==> src/hdl/srx_pkg.sv <==
// ----------------------------------------------------------------------------
// srx_pkg
// Shared types and constants of the serial frame receiver.
// ----------------------------------------------------------------------------
`default_nettype none

package srx_pkg;

   localparam int BYTE_W      = 8;
   localparam int KIND_W      = 2;
   localparam int CSR_INDEX_W = 2;

   // Register indexes of the configuration port.
   localparam logic [CSR_INDEX_W-1:0] CSR_START_BYTE  = 2'd0;
   localparam logic [CSR_INDEX_W-1:0] CSR_MAX_PAYLOAD = 2'd1;

   localparam logic [BYTE_W-1:0] START_BYTE_RESET  = 8'd85;
   localparam logic [BYTE_W-1:0] MAX_PAYLOAD_RESET = 8'd255;

   typedef enum logic [2:0] {
      PH_HUNT    = 3'd0,
      PH_CMD     = 3'd1,
      PH_LEN     = 3'd2,
      PH_RSVD    = 3'd3,
      PH_PAYLOAD = 3'd4,
      PH_DRAIN   = 3'd5
   } phase_type;

   typedef enum logic [KIND_W-1:0] {
      KIND_DATA  = 2'd0,
      KIND_EMPTY = 2'd1,
      KIND_DROP  = 2'd2
   } kind_type;

   typedef struct packed {
      kind_type          kind;
      logic [BYTE_W-1:0] command;
      logic [BYTE_W-1:0] frame_length;
      logic [BYTE_W-1:0] data_byte;
      logic [BYTE_W-1:0] byte_index;
      logic              last_of_frame;
   } result_type;

   typedef struct packed {
      logic [BYTE_W-1:0] start_byte;
      logic [BYTE_W-1:0] max_payload;
   } csr_type;

endpackage

`default_nettype wire

==> src/hdl/srx_csr.sv <==
// ----------------------------------------------------------------------------
// srx_csr
// Configuration registers: start byte and largest accepted payload length.
// ----------------------------------------------------------------------------
`default_nettype none

module srx_csr (
   input  wire logic                           clock,
   input  wire logic                           reset,
   input  wire logic                           csr_valid,
   output logic                                csr_ready,
   input  wire logic [srx_pkg::CSR_INDEX_W-1:0] csr_index,
   input  wire logic [srx_pkg::BYTE_W-1:0]      csr_data,
   output srx_pkg::csr_type                     cfg
);
   import srx_pkg::*;

   logic [BYTE_W-1:0] start_byte_ff;
   logic [BYTE_W-1:0] start_byte_in;
   logic [BYTE_W-1:0] max_payload_ff;
   logic [BYTE_W-1:0] max_payload_in;

   assign csr_ready = 1'b1;

   // Writes to an index outside the register list are dropped.
   always_comb begin
      start_byte_in  = start_byte_ff;
      max_payload_in = max_payload_ff;
      if (csr_valid) begin
         case (csr_index)
            CSR_START_BYTE:  start_byte_in  = csr_data;
            CSR_MAX_PAYLOAD: max_payload_in = csr_data;
            default: ;
         endcase
      end
   end

   always_ff @(posedge clock) begin
      if (reset) begin
         start_byte_ff  <= START_BYTE_RESET;
         max_payload_ff <= MAX_PAYLOAD_RESET;
      end else begin
         start_byte_ff  <= start_byte_in;
         max_payload_ff <= max_payload_in;
      end
   end

   assign cfg.start_byte  = start_byte_ff;
   assign cfg.max_payload = max_payload_ff;

endmodule

`default_nettype wire

==> src/hdl/srx_fsm.sv <==
// ----------------------------------------------------------------------------
// srx_fsm
// Frame state machine: header capture, payload counting and result build.
// ----------------------------------------------------------------------------
`default_nettype none

module srx_fsm (
   input  wire logic                      clock,
   input  wire logic                      reset,
   input  wire logic                      take,
   input  wire logic [srx_pkg::BYTE_W-1:0] rx_byte,
   input  wire srx_pkg::csr_type           cfg,
   output logic                           res_valid,
   output srx_pkg::result_type            res
);
   import srx_pkg::*;

   phase_type         phase_ff;
   phase_type         phase_in;
   logic [BYTE_W-1:0] command_ff;
   logic [BYTE_W-1:0] command_in;
   logic [BYTE_W-1:0] length_ff;
   logic [BYTE_W-1:0] length_in;
   logic [BYTE_W-1:0] seen_ff;
   logic [BYTE_W-1:0] seen_in;
   logic [BYTE_W:0]   seen_next;
   logic              last_byte;

   // One extra bit so the count plus one never wraps in the compare.
   assign seen_next = {1'b0, seen_ff} + {{BYTE_W{1'b0}}, 1'b1};
   assign last_byte = seen_next >= {1'b0, length_ff};

   // Next state and held header values.
   always_comb begin
      phase_in   = phase_ff;
      command_in = command_ff;
      length_in  = length_ff;
      seen_in    = seen_ff;
      if (take) begin
         case (phase_ff)
            PH_CMD: begin
               command_in = rx_byte;
               phase_in   = PH_LEN;
            end
            PH_LEN: begin
               length_in = rx_byte;
               phase_in  = PH_RSVD;
            end
            PH_RSVD: begin
               seen_in = '0;
               if (length_ff == '0) begin
                  phase_in = PH_HUNT;
               end else if (length_ff > cfg.max_payload) begin
                  phase_in = PH_DRAIN;
               end else begin
                  phase_in = PH_PAYLOAD;
               end
            end
            PH_PAYLOAD, PH_DRAIN: begin
               seen_in = seen_next[BYTE_W-1:0];
               if (last_byte) begin
                  phase_in = PH_HUNT;
               end
            end
            default: begin
               phase_in = (rx_byte == cfg.start_byte) ? PH_CMD : PH_HUNT;
            end
         endcase
      end
   end

   // Result for the byte being taken this cycle.
   always_comb begin
      res_valid         = 1'b0;
      res.kind          = KIND_DATA;
      res.command       = command_ff;
      res.frame_length  = length_ff;
      res.data_byte     = '0;
      res.byte_index    = '0;
      res.last_of_frame = 1'b1;
      case (phase_ff)
         PH_RSVD: begin
            res_valid = (length_ff == '0);
            res.kind  = KIND_EMPTY;
         end
         PH_PAYLOAD: begin
            res_valid         = 1'b1;
            res.data_byte     = rx_byte;
            res.byte_index    = seen_ff;
            res.last_of_frame = last_byte;
         end
         PH_DRAIN: begin
            res_valid = last_byte;
            res.kind  = KIND_DROP;
         end
         default: ;
      endcase
   end

   always_ff @(posedge clock) begin
      if (reset) begin
         phase_ff   <= PH_HUNT;
         command_ff <= '0;
         length_ff  <= '0;
         seen_ff    <= '0;
      end else begin
         phase_ff   <= phase_in;
         command_ff <= command_in;
         length_ff  <= length_in;
         seen_ff    <= seen_in;
      end
   end

endmodule

`default_nettype wire

==> src/hdl/srx_out.sv <==
// ----------------------------------------------------------------------------
// srx_out
// Result register with valid/stall handshake toward the receiver.
// ----------------------------------------------------------------------------
`default_nettype none

module srx_out (
   input  wire logic                clock,
   input  wire logic                reset,
   input  wire logic                load,
   input  wire srx_pkg::result_type  res,
   output logic                     busy,
   output logic                     rsp_valid,
   input  wire logic                rsp_stall,
   output srx_pkg::result_type       rsp
);
   import srx_pkg::*;

   logic       valid_ff;
   logic       valid_in;
   result_type data_ff;

   // The register can take a new result when empty or when it drains now.
   assign busy     = valid_ff & rsp_stall;
   assign valid_in = load | busy;

   always_ff @(posedge clock) begin
      if (reset) begin
         valid_ff <= 1'b0;
      end else begin
         valid_ff <= valid_in;
      end
   end

   always_ff @(posedge clock) begin
      if (load) begin
         data_ff <= res;
      end
   end

   assign rsp_valid = valid_ff;
   assign rsp       = data_ff;

endmodule

`default_nettype wire

==> src/hdl/serial_frame_receiver.sv <==
// ----------------------------------------------------------------------------
// serial_frame_receiver
// Start-byte, length-prefixed frame deframer for a received byte stream.
// ----------------------------------------------------------------------------
// Bytes enter on the req_ channel (req_valid, req_stall, req_rx_byte); a byte
// is taken at a clock edge with req_valid high and req_stall low. Bytes are
// skipped until the start byte; then command and length are held and a
// reserved byte follows. Each accepted payload byte gives one rsp_ transfer;
// a zero length frame gives one empty-frame result on the reserved byte, and a
// frame longer than max_payload gives one drop result on its last byte.
// A result shows on rsp_valid the cycle after its byte is taken. Throughput is
// one byte per cycle when no result is held by rsp_stall, set by the single
// result register; the state machine updates in the cycle the byte is taken.
// While rsp_stall holds a waiting result, req_stall rises and no byte is
// taken; the result and its fields hold until the transfer completes.
// The csr_ channel writes start_byte (index 0) and max_payload (index 1);
// csr_ready is always high and other indexes are ignored.
// Reset returns the block to hunting, clears the output valid flag and sets
// start_byte to 85 and max_payload to 255.
// ----------------------------------------------------------------------------
`default_nettype none

module serial_frame_receiver (
   input  wire logic                            clock,
   input  wire logic                            reset,
   input  wire logic                            req_valid,
   output logic                                 req_stall,
   input  wire logic [srx_pkg::BYTE_W-1:0]       req_rx_byte,
   output logic                                 rsp_valid,
   input  wire logic                            rsp_stall,
   output logic [srx_pkg::KIND_W-1:0]           rsp_result_kind,
   output logic [srx_pkg::BYTE_W-1:0]           rsp_command,
   output logic [srx_pkg::BYTE_W-1:0]           rsp_frame_length,
   output logic [srx_pkg::BYTE_W-1:0]           rsp_data_byte,
   output logic [srx_pkg::BYTE_W-1:0]           rsp_byte_index,
   output logic                                 rsp_last_of_frame,
   input  wire logic                            csr_valid,
   output logic                                 csr_ready,
   input  wire logic [srx_pkg::CSR_INDEX_W-1:0] csr_index,
   input  wire logic [srx_pkg::BYTE_W-1:0]      csr_data
);
   import srx_pkg::*;

   csr_type    cfg;
   result_type res;
   result_type rsp;
   logic       res_valid;
   logic       take;
   logic       busy;

   assign req_stall = busy;
   assign take      = req_valid & ~busy;

   srx_csr u_csr (
      .clock     (clock),
      .reset     (reset),
      .csr_valid (csr_valid),
      .csr_ready (csr_ready),
      .csr_index (csr_index),
      .csr_data  (csr_data),
      .cfg       (cfg)
   );

   srx_fsm u_fsm (
      .clock     (clock),
      .reset     (reset),
      .take      (take),
      .rx_byte   (req_rx_byte),
      .cfg       (cfg),
      .res_valid (res_valid),
      .res       (res)
   );

   srx_out u_out (
      .clock     (clock),
      .reset     (reset),
      .load      (take & res_valid),
      .res       (res),
      .busy      (busy),
      .rsp_valid (rsp_valid),
      .rsp_stall (rsp_stall),
      .rsp       (rsp)
   );

   assign rsp_result_kind   = rsp.kind;
   assign rsp_command       = rsp.command;
   assign rsp_frame_length  = rsp.frame_length;
   assign rsp_data_byte     = rsp.data_byte;
   assign rsp_byte_index    = rsp.byte_index;
   assign rsp_last_of_frame = rsp.last_of_frame;

endmodule

`default_nettype wire

==> config.mk <==
export PLATFORM = sky130hd
export DESIGN_NAME = serial_frame_receiver
export DESIGN_NICKNAME = d
export VERILOG_FILES = /design/src/hdl/srx_pkg.sv /design/src/hdl/srx_csr.sv /design/src/hdl/srx_fsm.sv /design/src/hdl/srx_out.sv /design/src/hdl/serial_frame_receiver.sv
export SDC_FILE = /design/constraint.sdc
export NUM_CORES = 1
export LEC_CHECK = 0
export BUFFER_PORTS_ARGS = -buffer_cell sky130_fd_sc_hd__buf_2
export CELL_PAD_IN_SITES_DETAIL_PLACEMENT = 1
export CELL_PAD_IN_SITES_GLOBAL_PLACEMENT = 2
export CORE_ASPECT_RATIO = 0.9
export CORE_MARGIN = 2
export CORE_UTILIZATION = 38
export DETAILED_ROUTE_END_ITERATION = 10
export MAX_ROUTING_LAYER = met4
export PLACE_DENSITY = 0.88
export SYNTH_ARGS = -nofsm -noshare
export SYNTH_HDL_FRONTEND = slang
export SYNTH_SLANG_ARGS = --single-unit
export TNS_END_PERCENT = 5
==> constraint.sdc <==
create_clock -name clock -period 9.2 [get_ports clock]
set_input_delay 1.38 -clock clock [delete_from_list [all_inputs] [get_ports clock]]
set_output_delay 1.38 -clock clock [all_outputs]
set_load 0.03 [all_outputs]
==> results of run 1 <==
==> registers in the layout, summed over array words and instances, names as in the netlist <==
| register | flops |
|---|---|
| u_csr.max_payload_ff | 8 |
| u_out.rsp_valid | 1 |
| u_fsm.length_ff | 8 |
| u_fsm.command_ff | 8 |
| u_fsm.seen_ff | 8 |
| u_fsm.phase_ff | 3 |
| u_csr.start_byte_ff | 8 |
| u_out.rsp | 35 |
==> cell usage in the layout (no fill, tap or decap), types with 4 or more instances in the layout <==
cell type / Yosys / layout
sky130_fd_sc_hd__buf_2: 2 / 59
sky130_fd_sc_hd__dfxtp_1: 44 / 44
sky130_fd_sc_hd__edfxtp_1: 35 / 35
sky130_fd_sc_hd__nand2_1: 28 / 28
sky130_fd_sc_hd__nor2_1: 24 / 23
sky130_fd_sc_hd__inv_1: 19 / 19
sky130_fd_sc_hd__a21oi_1: 19 / 19
sky130_fd_sc_hd__and2_1: 17 / 17
sky130_fd_sc_hd__mux2i_1: 17 / 17
sky130_fd_sc_hd__ha_1: 17 / 17
sky130_fd_sc_hd__nand3_1: 11 / 11
sky130_fd_sc_hd__o211ai_1: 10 / 10
sky130_fd_sc_hd__clkbuf_8: 0 / 9
sky130_fd_sc_hd__xnor2_1: 7 / 7
sky130_fd_sc_hd__xor2_1: 6 / 6
sky130_fd_sc_hd__a22oi_1: 6 / 6
sky130_fd_sc_hd__nand4_1: 5 / 5
sky130_fd_sc_hd__o21ai_0: 4 / 4
==> area by class of cell <==
type / instances / area [um^2] / area share (%)
Clock buffer: 11 / 153 / 3.74
Clock inverter: 5 / 55.1 / 1.35
Inverter: 21 / 78.8 / 1.93
Multi-Input combinational cell: 205 / 1400 / 34.3
Sequential cell: 79 / 1930 / 47.3
Tap cell: 122 / 153 / 3.74
Timing Repair Buffer: 61 / 310 / 7.60
==> logic make-up after synthesis <==
group                      synth area share, %
AOI/OAI and AO/OA                         10.1
xor gates and xnor gates                  3.75
adders and majority gates                 6.13
buffers and inverters                     3.97
DFF                                       55.7
muxes                                     4.91
other                                    0.108
and+or+nand+nor                           15.3
==> power by group through the flow <==
| stage | logic [W] | registers, W | clock network (W) |
|---|---|---|---|
| finish | 0.0000382 | 0.000373 | 0.000270 |
| global route | 0.0000425 | 0.000374 | 0.000288 |
| CTS | 0.0000384 | 0.000373 | 0.000274 |
| detailed placement | 0.0000382 | 0.000381 | 0 |
| global placement | 0.0000369 | 0.000381 | 0 |
| floorplan | 0.0000235 | 0.000381 | 0 |
==> metal layers <==
layer	track usage (%)	up-vias	share of wire, %
li1	-	1238	-
met1	24.2	1246	49
met2	30.3	50	47
met3	3.59	9	3.1
met4	6.89	0	1.3
met5	-	-	0
==> stage by stage <==
step / worst slack [ps] / hold WS [ps] / instances / cell area, um^2 / power, W
after detailed placement: 5720 / 418 / 488 / 3870 / 0.000419
after CTS: 5700 / 440 / 504 / 4080 / 0.000686
after global routing: 5470 / 460 / 504 / 4080 / 0.000705
after global placement: 5920 / 414 / 488 / 3870 / 0.000418
final: 5670 / 436 / 504 / 4080 / 0.000681
after floorplan: 5360 / 408 / 317 / 3470 / 0.000404
==> how the worst min path moves through the flow <==
stage                   startpoint             to
5_1_grt        u_fsm.command_ff[1]  u_out.rsp[26]
2_1_floorplan  u_fsm.command_ff[0]  u_out.rsp[25]
3_5_place_dp   u_fsm.command_ff[2]  u_out.rsp[27]
3_3_place_gp   u_fsm.command_ff[3]  u_out.rsp[28]
6_report       u_fsm.command_ff[2]  u_out.rsp[27]
4_1_cts        u_fsm.command_ff[2]  u_out.rsp[27]
==> critical path, cell delays in order, from the launching register on <==
cell                       delay, ps
sky130_fd_sc_hd__dfxtp_1         410
sky130_fd_sc_hd__and3_1          220
sky130_fd_sc_hd__and3_4          230
sky130_fd_sc_hd__nand3_2         100
sky130_fd_sc_hd__xnor2_2         160
sky130_fd_sc_hd__ha_1            350
sky130_fd_sc_hd__nand3_1         100
sky130_fd_sc_hd__o211ai_1        210
sky130_fd_sc_hd__a31oi_2          90
sky130_fd_sc_hd__a21oi_1         220
sky130_fd_sc_hd__a311oi_2         90
sky130_fd_sc_hd__nor2_2          580
sky130_fd_sc_hd__buf_4           430
==> synthesized netlist by cell type, drive strengths merged <==
cell type	number	area, um^2
a21oi	19	95.1
a22oi	6	45.0
a311oi	1	15.0
a31o	1	8.76
a31oi	5	43.8
a32oi	1	8.76
and2	17	106
and3	4	30.0
and3b	1	8.76
and4	1	8.76
buf	4	28.8
clkbuf	8	30.0
conb	1	3.75
dfxtp	44	881
edfxtp	35	1050
ha	17	213
inv	21	78.8
mux2i	17	170
nand2	29	111
nand3	13	75.1
nand3b	1	7.51
nand4	5	31.3
nor2	26	103
nor2b	1	6.26
nor3	2	15.0
nor3b	1	7.51
nor4	3	18.8
o211ai	10	75.1
o21a	1	7.51
o21ai	7	46.3
o22ai	1	6.26
xnor2	8	77.6
xor2	6	52.6
==> out/qor_table.md, run 1 <==
| Metric | This run | Unit |
| --- | --- | --- |
| Detailed Place HPWL | 6140 | um |
| CP max FO | 24 | - |
| Distinct cell type count after synthesis | 45 | - |
| Setup TNS Final | 0 | ps |
| Antenna fix cells | 0 | - |
| Final setup violating endpoints | 0 | - |
| Port buffer count | 59 | - |
| Buffer depth of the longest clock path | 2 | - |
| Worst flop-to-flop path endpoint | u_out.rsp[16] | - |
| Maximum number of pins on one net before global-route repair | 33 | - |
| Count of mapped cells out of synthesis | 317 | - |
| Initial DRC count | 82 | - |
| Y dimension of the die | 94.6 | um |
| Clock insertion delay at the later pin of the skew report | 350 | ps |
| Overall via count from detail_route | 2543 | - |
| Startpoint Class | register | - |
| Area added between synthesis and finish | 17.7 | % |
| Clock buffer count from CTS | 9 | - |
| Final count of pins violating max slew | 0 | - |
| Pleak | 1.70 | nW |
| GRT Resource Usage Total | 18.9 | % |
| Io pins | 61 | - |
| Chip Width | 105 | um |
| CTS tree | done | - |
| Number of antenna violations at the first check in global routing | 0 | - |
| Crit path launch | u_fsm.seen_ff[0] | - |
| Worst min-delay path class | register to register | - |
| Max-cap violations | 0 | - |
| Post-route DRC violation count | 0 | - |
| Drt first pass iters | 4 | - |
| Global placement routability congestion | 0.813 | - |
| Net count after synthesis | 357 | - |
| RSZ-0062 raised after global routing | false | - |
| Per-instance average area after synthesis | 10.9 | um^2 |
| Sink count of the clock tree | 79 | - |
| Core area | 0.00900 | mm^2 |
| Worst R2R Start | u_fsm.seen_ff[0] | - |
| Clock H-tree levels | 3 | - |
| CP Capture Type | register | - |
| F_max | 283 | MHz |
| Final layout net count | 417 | - |
| Wire length of the first global-routing pass | 14000 | um |
| Worst slew margin relative to its limit | 53.0 | % |
| Share of total power in sequential cells | 54.8 | % |
| Per-cell routed wire length | 16.9 | um |
| P per Cell Area | 167 | mW/mm^2 |
| Warnings from Yosys | 0 | - |
| Peak ir drop on the vdd network | 0.0799 | mV |
| End point of the critical path | u_out.rsp[16] | - |
| Starting density of the core | 38.5 | % |
| Synth Register Bits | 79 | - |
| Final Hold Vio Count | 0 | - |
| Hold-fix buffers at CTS | 0 | - |
| Part of the total power dissipated in combinational logic | 5.6 | % |
| Minimum clock period after layout | 3530 | ps |
| Share of layout cells above drive strength 1 | 23.8 | % |
| Number of antenna-violating nets in the routed design | 0 | - |
| Number of placement rows | 33 | - |
| Clock-pin slew on the worst setup and hold paths | 80 | ps |
| Result of the run | finished, final reports clean | - |
| Vias per cell | 5.05 | - |
| Share of the yosys chip area belonging to registers | 55.7 | % |
| Cell area after technology mapping | 0.00347 | mm^2 |
| WP data required | 9230 | ps |
| Routed wire length | 8520 | um |
| Post-cts gate resize count | 0 | - |
| Internal power consumption | 0.000524 | W |
| FF-to-FF setup slack | 5670 | ps |
| Least-Margin Pin Slew | 704 | ps |
| Hold depth | 0 | - |
| Die Area | 0.00990 | mm^2 |
| Period utilization | 38.4 | % |
| Final setup skew | 8.70 | ps |
| Layout filler cell count | 1040 | - |
| Reported net switching power | 0.000157 | W |
| Number of global-route vias before repair | 2671 | - |
| Arrival time worst endpoint | 3560 | ps |
| Sw frac | 23.0 | % |
| Count of cells along the worst register-to-register path | 12 | - |
| Path type of the worst setup path | register to register | - |
| Post CTS Setup Buffer Count | 0 | - |
| GRT Residual Overflow | 0 | - |
| Post-route core utilization | 45.3 | % |
| Portion of total power attributed to the clock network | 39.6 | % |
| Clk Tree Root Cell | sky130_fd_sc_hd__clkbuf_8 | - |
(Power assumes the default switching activity.)
==> run 2, diff against run 1 <==
Settings changed: CORE_UTILIZATION 38 to 36, PLACE_DENSITY 0.88 to 0.84.
Clock period 9.2 ns to 3.43 ns, I/O delays scaled along.
==> run 2 against run 1 <==
Net effect: clock-buffer cell count unchanged; clock skew shrank 1.5 ps; register-to-register slack got worse by 5100 ps; first-iteration DRC count shrank 18%; clock power up 140%; die area up 5.3%; maximum frequency increased by 22%; sequential power rose to 2.7 times the previous value; critical path depth down 1.
==> out/qor_table.md, run 2 (same netlist as run 1, synthesis figures left out) <==
| Metric | This run | Unit | Delta |
| --- | --- | --- | --- |
| Number of antenna violations at the first check in global routing | 0 | - | unchanged |
| Post-cts gate resize count | 0 | - | unchanged |
| P per Cell Area | 432 | mW/mm^2 | was 167 mW/mm^2 |
| Leading cell types in the layout, fill and taps excluded | 59 x sky130_fd_sc_hd__buf_2, 44 x sky130_fd_sc_hd__dfxtp_1, 35 x sky130_fd_sc_hd__edfxtp_1 | - | unchanged |
| GRT Residual Overflow | 0 | - | unchanged |
| Hold-fix buffers at CTS | 0 | - | unchanged |
| Sink count of the clock tree | 79 | - | unchanged |
| Number of placement rows | 33 | - | unchanged |
| Count of cells along the worst register-to-register path | 11 | - | was 12 |
| Startpoint Class | register | - | unchanged |
| Minimum clock period after layout | 2900 | ps | was 3530 ps |
| Number of antenna-violating nets in the routed design | 0 | - | unchanged |
| Pleak | 1.70 | nW | about the same |
| Least-Margin Pin Slew | 673 | ps | was 704 ps |
| Total chip power | 0.00176 | W | was 0.000681 W |
| Overall via count from detail_route | 2501 | - | was 2543 |
| Final layout net count | 419 | - | was 417 |
| Routed wire length | 8150 | um | was 8520 um |
| Final Hold Vio Count | 0 | - | unchanged |
| Arrival time worst endpoint | 2990 | ps | was 3560 ps |
| Post CTS Setup Buffer Count | 0 | - | unchanged |
| Die Area | 0.0104 | mm^2 | was 0.00990 mm^2 |
| Most common cell after layout, fill and taps aside | sky130_fd_sc_hd__buf_2 | - | unchanged |
| Antenna fix cells | 0 | - | unchanged |
| Result of the run | finished, final reports clean | - | unchanged |
| Place WS | 534 | ps | was 5720 ps |
| CP max stage cell | sky130_fd_sc_hd__dfxtp_1 | - | was sky130_fd_sc_hd__nor2_2 |
| Per-cell routed wire length | 16.1 | um | was 16.9 um |
| Clock-pin slew on the worst setup and hold paths | 80 | ps | about the same |
| Clock H-tree levels | 3 | - | unchanged |
| Worst min-delay path class | input pin to register | - | was register to register |
| Worst slew margin relative to its limit | 55.0 | % | was 53.0% |
| Final setup violating endpoints | 0 | - | unchanged |
| Crit path launch | u_fsm.seen_ff[2] | - | was u_fsm.seen_ff[0] |
| Post-route DRC violation count | 0 | - | unchanged |
| CP max FO | 18 | - | was 24 |
| Y dimension of the die | 97.1 | um | was 94.6 um |
| DP Cell Count | 490 | - | was 488 |
| Share of layout cells above drive strength 1 | 23.4 | % | was 23.8% |
| Area added between synthesis and finish | 17.5 | % | was 17.7% |
| Chip Width | 107 | um | was 105 um |
| Global placement routability congestion | 0.784 | - | was 0.813 |
| Number of global-route vias before repair | 2602 | - | was 2671 |
| Clock insertion delay at the later pin of the skew report | 350 | ps | about the same |
| F_max | 345 | MHz | was 283 MHz |
| Core area | 0.00925 | mm^2 | was 0.00900 mm^2 |
| CTS tree | done | - | unchanged |
| Post-route non-filler standard cell count | 506 | - | was 504 |
| WP data required | 3520 | ps | was 9230 ps |
| Final non-filler cell area | 0.00408 | mm^2 | about the same |
| Clock buffer count from CTS | 9 | - | unchanged |
| Largest stage delay on the critical path | 410 | ps | was 580 ps |
| Clk Tree Root Cell | sky130_fd_sc_hd__clkbuf_8 | - | unchanged |
| Ordered list of cells on the worst path | and3_1 -> and3_4 -> nand3_2 -> xnor2_2 -> ha_1 -> and4_1 -> a31oi_2 -> a21oi_1 -> a311oi_2 -> nor2_4 -> buf_4 | - | was and3_1 -> and3_4 -> nand3_2 -> xnor2_2 -> ha_1 -> nand3_1 -> o211ai_1 -> a31oi_2 -> a21oi_1 -> a311oi_2 -> nor2_2 -> buf_4 |
| Io pins | 61 | - | unchanged |
| Layout filler cell count | 1067 | - | was 1040 |
| Hold depth | 3 | - | was 0 |
| RSZ-0062 raised after global routing | false | - | unchanged |
| Max-cap violations | 0 | - | unchanged |
| Maximum number of pins on one net before global-route repair | 33 | - | unchanged |
| CP Capture Type | register | - | unchanged |
| Drt first pass iters | 4 | - | unchanged |
| Final count of pins violating max slew | 0 | - | unchanged |
| Number of flip-flops in the largest register | 35 | - | unchanged |
| GRT Resource Usage Total | 17.1 | % | was 18.9% |
| Starting density of the core | 37.5 | % | was 38.5% |
| FF-to-FF setup slack | 530 | ps | was 5670 ps |
| Initial DRC count | 67 | - | was 82 |
| Launch point of the worst hold path | csr_data[2] | - | was u_fsm.command_ff[2] |
| Worst setup margin | 528 | ps | was 5670 ps |
| Port buffer count | 59 | - | unchanged |
| Path type of the worst setup path | register to register | - | unchanged |
| Detailed Place HPWL | 5960 | um | was 6140 um |
| Final setup skew | 7.24 | ps | was 8.70 ps |
| Wire length of the first global-routing pass | 13400 | um | was 14000 um |
| Buffer depth of the longest clock path | 2 | - | unchanged |
| Peak ir drop on the vdd network | 0.163 | mV | was 0.0799 mV |
| Vias per cell | 4.94 | - | was 5.05 |
| Cell area after placement | 0.00389 | mm^2 | was 0.00387 mm^2 |
| Worst R2R Start | u_fsm.seen_ff[2] | - | was u_fsm.seen_ff[0] |
| Period utilization | 84.6 | % | was 38.4% |
| Setup TNS Final | 0 | ps | unchanged |
-- run 2: cell types whose count changed in the layout (fill, tap and decap cells not counted) --
cell and change:
sky130_fd_sc_hd__clkbuf_1 +1, sky130_fd_sc_hd__clkinv_2 -1, sky130_fd_sc_hd__nor2_4 +1, sky130_fd_sc_hd__clkinvlp_4 -1, sky130_fd_sc_hd__buf_4 +2, sky130_fd_sc_hd__clkinv_1 +2, sky130_fd_sc_hd__clkbuf_16 -1, sky130_fd_sc_hd__nor2_2 -1
-- run 2: power by group --
| part | switching, W | internal, W | leakage [nW] | total, W |
|---|---|---|---|---|
| clock | 0.000325 | 0.000331 | 0.0884 | 0.000656 |
| sequential | 0.0000107 | 0.000990 | 0.681 | 0.00100 |
| combinational | 0.0000639 | 0.0000394 | 0.929 | 0.000103 |
| total | 0.000400 | 0.00136 | 1.70 | 0.00176 |
-- run 2: path summary, 6_finish.rpt --
| kind | to |
|---|---|
| min reg2reg | u_out.rsp[27] |
| max reg2reg | u_out.rsp[12] |
| min | u_csr.start_byte_ff[2] |
| max | u_out.rsp[12] |
-- run 2: metrics by stage --
stage                     hold slack, ps  utilization (%)
after floorplan                      408                -
after global placement               410             42.1
after detailed placement             418             42.1
after CTS                            386             44.1
after global routing                 391             44.1
final                                399             44.1
-- run 2: per-layer routing --
| layer | wire length [um] | GRT usage (%) | part of all wire (%) | vias up |
|---|---|---|---|---|
| li1 | - | - | - | 1239 |
| met1 | 3970 | 22.3 | 49 | 1206 |
| met2 | 3760 | 26.2 | 46 | 48 |
| met3 | 327 | 4.43 | 4.0 | 8 |
| met4 | 87 | 5.23 | 1.1 | 0 |
| met5 | 0 | - | 0 | - |
-- run 2: area by class of cell --
type | count | area, um^2 | area share [%]
multi-input combinational | 205 | 1410 | 34.5
tap | 122 | 153 | 3.75
clock buffer | 11 | 131 | 3.22
sequential | 79 | 1930 | 47.4
clock inverter | 5 | 50.0 | 1.23
inverter | 21 | 78.8 | 1.93
timing repair buffer | 63 | 325 | 7.98
-- run 2: critical path: cells and delay by family (launching register included) --
family                     cells  cell delay (ps)
xor gates and xnor gates       1              150
buffers and inverters          1              220
adders and majority gates      1              330
DFF                            1              410
and+or+nand+nor                5              780
AOI/OAI and AO/OA              3              740
==> run 3, diff against run 2 <==
Clock period 3.43 ns to 2.95 ns, I/O delays scaled along.
==> run 3 against run 2 <==
Net effect: global-route usage up 1.3 points; maximum frequency up 3.6%; via count up 5.7%; sequential share of layout area down 2.0 points; clock power up 6.7%; critical path depth up 1; clock skew down 1.7 ps; first-iteration DRC count up 24%; cell count up 4.0%; die area unchanged; worst setup slack worse by 380 ps; wire length up 8.7%.
==> out/qor_table.md, run 3 (same netlist as run 1, synthesis figures left out) <==
| Metric | This run | Unit | Delta |
| --- | --- | --- | --- |
| Chip Width | 107 | um | unchanged |
| Area added between synthesis and finish | 22.7 | % | was 17.5% |
| Multi-input gate area in the final layout | 0.00143 | mm^2 | was 0.00141 mm^2 |
| Per-cell routed wire length | 16.8 | um | was 16.1 um |
| FF-to-FF setup slack | 150 | ps | was 530 ps |
| Met2 GRT Util | 29.3 | % | was 26.2% |
| Initial DRC count | 83 | - | was 67 |
| Drt first pass iters | 4 | - | unchanged |
| Least-Margin Pin Slew | 865 | ps | was 673 ps |
| Antenna fix cells | 0 | - | unchanged |
| Starting density of the core | 37.5 | % | unchanged |
| Register Area | 0.00193 | mm^2 | unchanged |
| Final Hold Vio Count | 0 | - | unchanged |
| Clk Tree Root Cell | sky130_fd_sc_hd__clkbuf_8 | - | unchanged |
| Final count of pins violating max slew | 0 | - | unchanged |
| Share of layout cells above drive strength 1 | 28.2 | % | was 23.4% |
| Final layout net count | 439 | - | was 419 |
| Arrival time worst endpoint | 2920 | ps | was 2990 ps |
| Clock buffer count from CTS | 9 | - | unchanged |
| Layout filler cell count | 1055 | - | was 1067 |
| Io pins | 61 | - | unchanged |
| Most common cell after layout, fill and taps aside | sky130_fd_sc_hd__buf_2 | - | unchanged |
| Worst slew margin relative to its limit | 41.8 | % | was 55.0% |
| Clock H-tree levels | 3 | - | unchanged |
| Number of antenna-violating nets in the routed design | 0 | - | unchanged |
| Post-route non-filler standard cell count | 526 | - | was 506 |
| Largest stage delay on the critical path | 400 | ps | was 410 ps |
| Post-route core utilization | 46.0 | % | was 44.1% |
| Hold-fix buffers at CTS | 0 | - | unchanged |
| Launch point of the worst hold path | csr_data[6] | - | was csr_data[2] |
| CP max FO | 17 | - | was 18 |
| Die Area | 0.0104 | mm^2 | unchanged |
| Global placement routability congestion | 0.827 | - | was 0.784 |
| Wire length of the first global-routing pass | 14200 | um | was 13400 um |
| P per Cell Area | 469 | mW/mm^2 | was 432 mW/mm^2 |
| CTS tree | done | - | unchanged |
| Global routing met1 resource utilization | 23.1 | % | was 22.3% |
| Final setup skew | 5.55 | ps | was 7.24 ps |
| Post-route DRC violation count | 0 | - | unchanged |
| Y dimension of the die | 97.1 | um | unchanged |
| Hold depth | 3 | - | unchanged |
| Routed wire length | 8860 | um | was 8150 um |
| Number of global-route vias before repair | 2781 | - | was 2602 |
| Place WS | -223 | ps | was 534 ps |
| Overall via count from detail_route | 2644 | - | was 2501 |
| Busiest grt layer | met2 | - | unchanged |
| Number of placement rows | 33 | - | unchanged |
| Worst R2R Start | u_fsm.seen_ff[1] | - | was u_fsm.seen_ff[2] |
| Sink count of the clock tree | 79 | - | unchanged |
| Startpoint Class | register | - | unchanged |
| Maximum number of pins on one net before global-route repair | 32 | - | was 33 |
| Leading cell types in the layout, fill and taps excluded | 59 x sky130_fd_sc_hd__buf_2, 44 x sky130_fd_sc_hd__dfxtp_1, 35 x sky130_fd_sc_hd__edfxtp_1 | - | unchanged |
| CP max stage cell | sky130_fd_sc_hd__a311oi_4 | - | was sky130_fd_sc_hd__dfxtp_1 |
| Ordered list of cells on the worst path | and3_1 -> and3_4 -> nand3_2 -> xnor2_2 -> ha_1 -> nand3_1 -> o211ai_1 -> a31oi_2 -> a21oi_2 -> a311oi_4 -> nor2_4 -> buf_12 | - | was and3_1 -> and3_4 -> nand3_2 -> xnor2_2 -> ha_1 -> and4_1 -> a31oi_2 -> a21oi_1 -> a311oi_2 -> nor2_4 -> buf_4 |
| WP data required | 3070 | ps | was 3520 ps |
| Worst setup margin | 147 | ps | was 528 ps |
| CP Capture Type | register | - | unchanged |
| Clock-pin slew on the worst setup and hold paths | 80 | ps | about the same |
| Path type of the worst setup path | register to register | - | unchanged |
| Buffer depth of the longest clock path | 2 | - | unchanged |
| Peak ir drop on the vdd network | 0.214 | mV | was 0.163 mV |
| Port buffer count | 59 | - | unchanged |
| Count of cells along the worst register-to-register path | 12 | - | was 11 |
| Result of the run | finished, final reports clean | - | unchanged |
| Worst flop-to-flop path endpoint | u_out.rsp[11] | - | was u_out.rsp[12] |
| F_max | 357 | MHz | was 345 MHz |
| GRT Resource Usage Total | 18.5 | % | was 17.1% |
| Final setup violating endpoints | 0 | - | unchanged |
| Global Route met3 Usage | 3.22 | % | was 4.43% |
| RSZ-0062 raised after global routing | false | - | unchanged |
| DP Cell Count | 506 | - | was 490 |
| Pleak | 1.80 | nW | was 1.70 nW |
| Detailed Place HPWL | 6380 | um | was 5960 um |
| Vias per cell | 5.03 | - | was 4.94 |
| Max-cap violations | 0 | - | unchanged |
| Worst min-delay path class | input pin to register | - | unchanged |
| Number of antenna violations at the first check in global routing | 0 | - | unchanged |
| Setup TNS Final | 0 | ps | unchanged |
| Number of flip-flops in the largest register | 35 | - | unchanged |
| Core area | 0.00925 | mm^2 | unchanged |
| Clock insertion delay at the later pin of the skew report | 350 | ps | about the same |
| End of the worst hold path | u_csr.start_byte_ff[6] | - | was u_csr.start_byte_ff[2] |
| Minimum clock period after layout | 2800 | ps | was 2900 ps |
| Period utilization | 95.0 | % | was 84.6% |
| GRT Residual Overflow | 0 | - | unchanged |
## run 3: cell types whose count changed in the layout (fill, tap and decap cells not counted), sizes merged
cell      before  now
bufinv         1    0
clkinvlp       1    3
nor2          26   27
buf           63   82
clkbuf        11   10
## run 3: worst max-delay path, delay by kind of cell (launching register included)
kind / cells / cell delay, ps
flops: 1 / 360
buf+inv: 1 / 170
compound gates: 4 / 830
fa+ha+maj: 1 / 330
xor+xnor: 1 / 160
simple gates: 5 / 700
## run 3: report_power, final
group / internal, W / switching, W
clock: 0.000301 / 0.000399
combinational: 0.0000514 / 0.0000810
sequential: 0.00115 / 0.0000112
## run 3: through the flow
stage	power (W)	hold slack [ps]	area, um^2
finish	0.00199	326	4250
global route	0.00207	331	4250
global placement	0.00131	416	4010
CTS	0.00201	316	4190
floorplan	0.00126	408	3470
detailed placement	0.00132	420	4010
## run 3: cell type report
type	instances	area share, %
Clock buffer	10	3.00
Clock inverter	6	0.883
Inverter	21	1.85
Multi-Input combinational cell	206	33.7
Sequential cell	79	45.4
Tap cell	122	3.59
Timing Repair Buffer	82	11.6
## run 3: routing by layer
metal | part of all wire (%) | routed length [um] | up-vias
li1 | - | - | 1283
met1 | 45 | 4020 | 1284
met2 | 49 | 4310 | 56
met3 | 3.5 | 306 | 21
met4 | 2.5 | 220 | 0
met5 | 0 | 0 | -
## run 3: worst max-delay path by stage
stage | cells past startpoint | from | slack [ps] | end
floorplan | 11 | u_fsm.seen_ff[2] | 70 | u_out.rsp[0]
global placement | 11 | u_fsm.seen_ff[1] | -140 | u_out.rsp[27]
detailed placement | 11 | u_fsm.seen_ff[1] | -220 | u_out.rsp[27]
CTS | 11 | u_fsm.seen_ff[1] | 20 | u_out.rsp[7]
global route | 12 | u_fsm.seen_ff[1] | 4 | u_out.rsp[6]
finish | 12 | u_fsm.seen_ff[1] | 150 | u_out.rsp[11]
## run 3: timing repair
action	4_1_cts	5_1_grt
setup buffers	0	3
pin swaps	2	3
gates resized for setup	2	1
setup endpoints to repair	35	35
cloned	1	0
